--- config.mk ---
export PLATFORM = sky130hd
export DESIGN_NAME = rdq_ctrl
export DESIGN_NICKNAME = d
export VERILOG_FILES = /design/src/rdq_pkg.sv /design/src/rdq_ctrl.sv
export SDC_FILE = /design/constraint.sdc
export NUM_CORES = 1
export LEC_CHECK = 0
export BUFFER_PORTS_ARGS = -buffer_cell sky130_fd_sc_hd__buf_2
export CELL_PAD_IN_SITES_DETAIL_PLACEMENT = 0
export CELL_PAD_IN_SITES_GLOBAL_PLACEMENT = 1
export CORE_MARGIN = 2
export CORE_UTILIZATION = 40
export DETAILED_ROUTE_END_ITERATION = 12
export HOLD_SLACK_MARGIN = 0.06
export PLACE_DENSITY = 0.81
export REMOVE_ABC_BUFFERS = 1
export SLEW_MARGIN = 20
export SYNTH_ARGS = -nofsm -noshare
export SYNTH_HDL_FRONTEND = slang
export SYNTH_SLANG_ARGS = --single-unit
export TNS_END_PERCENT = 10
--- constraint.sdc ---
create_clock -name i_clk -period 2.75 [get_ports i_clk]
set_input_delay 0.1375 -clock i_clk [delete_from_list [all_inputs] [get_ports i_clk]]
set_output_delay 0.1375 -clock i_clk [all_outputs]
set_load 0.01 [all_outputs]
--- src/rdq_pkg.sv ---
`default_nettype none

package rdq_pkg;

    localparam int DEPTH      = 1024;
    localparam int VALUE_BITS = 16;
    localparam int PTR_W      = (DEPTH > 1) ? $clog2(DEPTH) : 1;
    localparam int CNT_W      = $clog2(DEPTH + 1);
    localparam int SUM_W      = PTR_W + 1;
    localparam int CMD_W      = 3;
    localparam int STAT_W     = 2;
    localparam int OCC_W      = 11;

    localparam logic [CMD_W-1:0] CMD_CLEAR   = 3'd0;
    localparam logic [CMD_W-1:0] CMD_LOAD    = 3'd1;
    localparam logic [CMD_W-1:0] CMD_REVERSE = 3'd2;
    localparam logic [CMD_W-1:0] CMD_DELETE  = 3'd3;
    localparam logic [CMD_W-1:0] CMD_EMIT    = 3'd4;

    localparam logic [STAT_W-1:0] STAT_OK       = 2'd0;
    localparam logic [STAT_W-1:0] STAT_ERROR    = 2'd1;
    localparam logic [STAT_W-1:0] STAT_OVERFLOW = 2'd2;
    localparam logic [STAT_W-1:0] STAT_EMPTY    = 2'd3;

    typedef struct packed {
        logic                  we;
        logic [PTR_W-1:0]      waddr;
        logic [VALUE_BITS-1:0] wdata;
        logic                  re;
        logic [PTR_W-1:0]      raddr;
    } t_mem_req;

    typedef struct packed {
        logic [STAT_W-1:0] status;
        logic              last;
        logic [OCC_W-1:0]  occupancy;
        logic              reversed;
    } t_op_res;

endpackage

`default_nettype wire

--- src/rdq_ctrl.sv ---
`default_nettype none

module rdq_ctrl
    import rdq_pkg::*;
(
    input  wire logic                  i_clk,
    input  wire logic                  i_rst_n,
    input  wire logic                  i_take,
    input  wire logic [CMD_W-1:0]      i_cmd,
    input  wire logic [VALUE_BITS-1:0] i_value,
    output t_op_res                    o_res,
    output t_mem_req                   o_mem
);

    logic [PTR_W-1:0] r_head, n_head;
    logic [CNT_W-1:0] r_count, n_count;
    logic             r_rev, n_rev;
    logic             r_err, n_err;

    logic [SUM_W-1:0] tail_sum;
    logic [SUM_W-1:0] back_sum;
    logic [PTR_W-1:0] tail_slot;
    logic [PTR_W-1:0] back_slot;
    logic [PTR_W-1:0] head_dec;
    logic [PTR_W-1:0] head_inc;
    logic             full;
    logic             empty;

    // Ring positions wrap with a single compare and subtract.
    always_comb begin
        tail_sum = {1'b0, r_head} + SUM_W'(r_count);
        back_sum = tail_sum - SUM_W'(1);
        tail_slot = (tail_sum >= SUM_W'(DEPTH)) ? PTR_W'(tail_sum - SUM_W'(DEPTH))
                                                : PTR_W'(tail_sum);
        back_slot = (back_sum >= SUM_W'(DEPTH)) ? PTR_W'(back_sum - SUM_W'(DEPTH))
                                                : PTR_W'(back_sum);
        head_dec = (r_head == '0) ? PTR_W'(DEPTH - 1) : r_head - PTR_W'(1);
        head_inc = (r_head == PTR_W'(DEPTH - 1)) ? '0 : r_head + PTR_W'(1);
        full     = (r_count == CNT_W'(DEPTH));
        empty    = (r_count == '0);
    end

    always_comb begin
        n_head = r_head;
        n_count = r_count;
        n_rev = r_rev;
        n_err = r_err;
        o_res.status = STAT_OK;
        o_res.last = 1'b0;
        o_mem.we = 1'b0;
        o_mem.waddr = tail_slot;
        o_mem.wdata = i_value;
        o_mem.re = 1'b0;
        o_mem.raddr = r_head;
        unique case (i_cmd) inside
            CMD_CLEAR: begin
                n_head = '0;
                n_count = '0;
                n_rev = 1'b0;
                n_err = 1'b0;
            end
            CMD_LOAD: begin
                if (full) begin
                    o_res.status = STAT_OVERFLOW;
                end else begin
                    o_mem.we = 1'b1;
                    n_count = r_count + CNT_W'(1);
                    if (r_rev) begin
                        n_head = head_dec;
                        o_mem.waddr = head_dec;
                    end
                end
            end
            CMD_REVERSE: begin
                n_rev = ~r_rev;
            end
            CMD_DELETE, CMD_EMIT: begin
                if (r_err) begin
                    o_res.status = STAT_ERROR;
                end else if (empty) begin
                    if (i_cmd == CMD_DELETE) begin
                        n_err = 1'b1;
                        o_res.status = STAT_ERROR;
                    end else begin
                        o_res.status = STAT_EMPTY;
                    end
                end else begin
                    n_count = r_count - CNT_W'(1);
                    if (r_rev) begin
                        o_mem.raddr = back_slot;
                    end else begin
                        n_head = head_inc;
                    end
                    if (i_cmd == CMD_EMIT) begin
                        o_mem.re = 1'b1;
                        o_res.last = (r_count == CNT_W'(1));
                    end
                end
            end
            default: begin
            end
        endcase
        o_res.occupancy = OCC_W'(n_count);
        o_res.reversed = n_rev;
    end

    always_ff @(posedge i_clk) begin
        if (!i_rst_n) begin
            r_head <= '0;
            r_count <= '0;
            r_rev <= 1'b0;
            r_err <= 1'b0;
        end else if (i_take) begin
            r_head <= n_head;
            r_count <= n_count;
            r_rev <= n_rev;
            r_err <= n_err;
        end
    end

endmodule

`default_nettype wire

## Yosys cells after proc, flatten, opt, wreduce, memory -nomap -nowiden

Index checks and enable logic that the tools add are counted.

- Bitwise gates (word level): 1
- Add/subtract/negate cells: 8
- Muxes and demuxes: 36
- Equal/unequal tests: 12
- Div/mod/pow operators: 0
- Order comparisons: 2
- $mul: 0
- Shift operators: 0
- Reductions and logical operators: 8

Operators by type and width:

| cell | count |
|---|---|
| 10-bit 2-to-1 mux | 11 |
| 11-bit 2-to-1 mux | 8 |
| 11-bit one-hot mux with 3 select lines | 1 |
| 10-bit one-hot mux with 3 select lines | 1 |
| 10-bit by 1-bit subtractor with 10-bit output, second input constant | 3 |
| 11-bit >= comparator, second input constant | 2 |
| 11-bit by 1-bit subtractor with 11-bit output, second input constant | 2 |
| 10-bit by 11-bit adder with 11-bit output | 1 |
| 11-bit by 1-bit adder with 11-bit output, second input constant | 1 |
| 11-bit by 1-bit == test with 1-bit output, second input constant | 1 |
| 11-bit == test, second input constant | 1 |
| 11-bit logical NOT | 1 |
| 10-bit by 1-bit adder with 10-bit output, second input constant | 1 |
| 10-bit == test, second input constant | 1 |
| 10-bit logical NOT | 1 |
| 2-bit inequality test, second input constant | 5 |
| 1-bit 2-to-1 mux | 8 |
| 2-bit 2-to-1 mux | 4 |
| 7-bit AND reduction | 1 |
| 3-bit by 2-bit == test with 1-bit output, second input constant | 2 |
| 1-bit one-hot mux with 2 select lines | 2 |
| 2-bit one-hot mux with 2 select lines | 1 |
| 3-bit by 1-bit == test with 1-bit output, second input constant | 1 |
| 3-bit == test, second input constant | 1 |
| other kinds (6) | 6 |

- Word-level logic and storage cells: 71
- ROM bits: 0
- Register bits after elaboration: 23
- Output and inout bits: 53
- Memory bits (writable): 0
- Bits in latches: 0
- Input bits: 22
- Memories: 0

## Depth between registers and ports, before layout

- Depth after elaboration: 8
- Gate-level depth with buffers: 10

## Worst setup path before layout

OpenSTA, ideal clock, no wires.

- Kind: register to output
- From: register r_head[0]
- To: output port o_mem[7] in the netlist's numbering
- Slack: 0.121 ns
- Buffers on the path: 0
- Required time: 2.612 ns
- Arrival: 2.492 ns
- Stages on the path, launching flop included: 10
- Cells stage by stage: dfxtp_1 -> ha_1 -> inv_1 -> fa_1 -> nand2b_1 -> a21o_1 -> and4b_1 -> nor3_1 -> a21boi_0 -> o31ai_1

RTL lines:

| item | RTL line | source |
|---|---|---|
| from (decl) | rdq_ctrl.sv:15 | `logic [PTR_W-1:0] r_head, n_head;` |
| from (signal assigned) | rdq_ctrl.sv:114 | `r_head <= n_head;` |
| to (decl) | rdq_ctrl.sv:12 | `output t_mem_req o_mem` |

==> metrics list <==
- Result of the run: complete, no violations
* Antenna-violating nets left: 0
- The first global-routing pass estimated ~18000 um of wire.
- Peak Freq: roughly 370 MHz
- After technology mapping, the gate count stands at 460.
- Setup violations remaining at the end of the flow were counted as 0.
- Area share of and/or/nand/nor cells after synthesis: 27.51%
* RSZ-0062 raised after global routing: true
- Standby leakage power: 1.707 nW
* Number of vias per cell: about 6.3
- Net switching power: about 0.00059 W
* Pin count of the biggest net entering global routing: 21
- Placer congestion estimate: 0.8807
- Net switching is 43.89% of the power.
- 75 I/O pins were placed.
* Largest cells by area after synthesis: dfxtp_1 14%, ha_1 5.6%, a21oi_1 5.6%
* Share of power burned in combinational logic: 54.7%
- Final core utilization: 49.92%
- The final route contains between 3k and 4k vias.
* Start-to-end type of the worst setup path: reg -> out
- In this run the standard cell core region covers 8134 um^2.
- The number of global-route vias before repair came to 3431.
* Half-perimeter wire length after detailed placement: 8659 um
- Sequential cell area fraction in the yosys report: between 10 and 15%
- Length of the first detailed-routing pass in iterations: 9
- Rel. slew slack: 51.96%
- Subtracting the final worst setup slack from the clock period gives roughly 2.7 ns.
- Class of the worst hold path: in -> reg
- Warnings from Yosys: 0
- Number of maximum-capacitance violations: 0
- Synth top area share: 13.85%
- Average instance area after synthesis: 7.227 um^2
* Maximum count of clock buffers along a single path: 2
- Clock tree from TritonCTS: done
- Xor and xnor area share after synthesis: 4.479%
* WP data arrival: roughly 2.6 ns
* Number of hold buffers added after cts: 0
* Die Outline Area: about 9100 um^2
* Max Fanout on Critical Path: 7
* Async SR Flop Fraction: 0%
- In this run, distinct cell masters in the synthesized netlist total 84.
- For this run, the post-layout net count is 545.
- Most common flop cell mapped by yosys: dfxtp_1
* Number of antenna cells inserted: 0
- Routed WL: 11680 um
* Clock root buffer master: clkbuf_8
* Final Hold Vio Count: 0
* Register share of total power: 27.5%
- Clock Skew: between 0.01 and 0.015 ns
* Routed WL per cell: 19.12 um
- Internal power component: 0.0007486 W
- In this run, synthesis inferred 0 flip-flops with an integrated enable.
- Count of state elements after synthesis: 23
- After clock tree synthesis, the clock-pin slew on the worst setup and hold paths is 0.09 ns.
* Compound-gate portion of the synthesized area: 36.02%
* Global-route usage over all layers: 25.00%
- Area added between synthesis and finish: 22.13%
* Area share of fa/ha/maj cells after synthesis: under 10%
- The portion of synthesized area spent on multiplexers is between 1 and 1.5%.
- At the worst endpoint, the required time is 2.61 ns.
- Clock share of power: 17.8%
- In this run the core area contains 33 standard-cell rows.
* Inserted Clock Buffers: 3
- Overall power consumption after layout is estimated at between 0.001 and 0.0015 W.
* Netlist area before placement: between 3000 and 4000 um^2
- GRT Residual Overflow: 0
- By area, the combinational part of the netlist is dominated by compound AO/OA/AOI/OAI gates.
- Slew @ Worst Pin: 0.7198 ns
- Port buffering added 42 buffers.
- Die Span Y: 95.17 um
- Area after DPL: approximately 3600 um^2
- CTS saw 23 sinks.
- Area of all placed cells without fillers: 4060 um^2
* Final period util: between 90 and 100%
* H-tree levels: 1
- Number of design-rule violations left by the first detailed-router iteration: 407
- Of the cells placed in the final design, the portion with a size suffix greater than 1 is 33.40%.
* Number of max-slew violations in the final report: 0
- In the routed design, unresolved DRC markers number 0.
- Antenna violations before repair: 0
- Die extent in x: 95.17 um
* Setup crit end kind: output port
- In this run the power density over the cells is around 330 nW/um^2.
- Leading area contributor after synthesis: dfxtp_1
- STA classifies the critical path startpoint as a flop.
- Clock network latency to the later pin of the worst-skew pair: a little under 0.3 ns
- Maximum VDD drop: 171.0 uV
- The initial utilization of the core area, before any placement, comes to 40.87%.
-- routing by layer --
metal | part of all wire [%] | up-vias | wire length, um | global-route usage [%]
li1 | - | 1817 | - | -
met1 | 46 | 1813 | 5362 | 35.82
met2 | 45 | 180 | 5260 | 37.73
met3 | 6.9 | 28 | 801 | 4.743
met4 | 2.2 | 0 | 259 | 7.488
met5 | 0 | - | 0 | 0
-- synth_stat cells, drive strengths merged, types with 4 or more instances --
library cell  number
xor2              11
nand2             32
a21o               8
a41oi              5
nor2b              4
ha                15
nand4              8
o21ai             33
or3                5
dfxtp             23
a211oi            13
nor3              24
a2111oi            6
nand2b             6
clkbuf            17
a221oi             6
nor3b              5
a21oi             40
nand3             20
inv               19
and3              13
a31oi              5
nor2              40
xnor2              6
o31ai              9
buf               30
-- critical path, cell delays in order (launching register included) --
cell and delay (ns):
dfxtp_2 0.33, buf_6 0.12, ha_4 0.26, a211oi_4 0.06, buf_4 0.15, o31ai_4 0.36, o31ai_2 0.10, xor2_1 0.14
buf_4 0.17, a311o_2 0.39, nand3_2 0.09, buf_6 0.10
-- repair_timing --
item | CTS | global route
buffers inserted | 0 | 13
gates cloned | 0 | 0
gates resized for setup | 10 | 50
setup endpoints to repair | 12 | 23
pin swaps | 0 | 18
-- logic make-up (layout without fill, tap and decap cells) --
logic type / Yosys count / after routing
AOI/OAI and AO/OA: 164 / 164
adders and majority gates: 16 / 16
muxes: 4 / 4
xor gates and xnor gates: 17 / 17
DFF: 23 / 23
buffers and inverters: 66 / 112
and+or+nand+nor: 170 / 170
-- registers in the layout, summed over array words and instances, names as in the netlist --
register	cells
r_count	11
r_err	1
r_head	10
r_rev	1
-- path summary, 6_finish.rpt --
kind,start,endpoint,slack (ns),depth (start not counted)
worst max register to register,r_head[0],r_head[0],0.33,9
worst max-delay path,r_count[1],o_mem[9],0.05,11
worst min-delay path,i_take,r_err,0.22,4
worst min register to register,r_head[1],r_head[1],0.61,2
-- metrics by stage --
step           setup TNS (ns)  instances  setup slack [ns]  hold slack (ns)
2_1_floorplan               0        413           0.03021           0.2699
3_3_place_gp                0        594            0.2059           0.2751
3_5_place_dp                0        594            0.1665           0.2751
4_1_cts               -0.1521        598          -0.07198           0.2078
5_1_grt              -0.08943        611          -0.03852           0.2422
6_report                    0        611           0.04712           0.2177
-- final cells by class --
cell class,instances,area [um^2]
Fill cell,794,4074
Multi-Input combinational cell,371,2764
Timing Repair Buffer,89,576.8
Sequential cell,23,470.5
Tap cell,105,131.4
Inverter,19,71.32
Clock buffer,3,41.29
Clock inverter,1,5.005
-- power groups by stage --
stage | sequential [W] | clock, W | combinational, W
floorplan | 0.000381 | 0 | 0.000401
global placement | 0.000369 | 0 | 0.000632
detailed placement | 0.000370 | 0 | 0.000637
CTS | 0.000363 | 0.000241 | 0.000648
global route | 0.000369 | 0.000255 | 0.000789
finish | 0.000367 | 0.000238 | 0.000729
-- layout by cell type (no fill, tap or decap), types with 6 or more instances in the layout --
cell type   n
a21o_1      8
ha_4        6
nor2_1     34
nand4_1     8
buf_4      45
nor3_1     20
dfxtp_1    15
and3_1     12
buf_2      41
a211oi_1    8
xor2_1     11
nand3_1    17
a21oi_1    35
ha_1        6
dfxtp_2     8
o21ai_0    28
nand2_1    30
inv_1      17
Note: power is estimated with default switching activity, not from simulation.
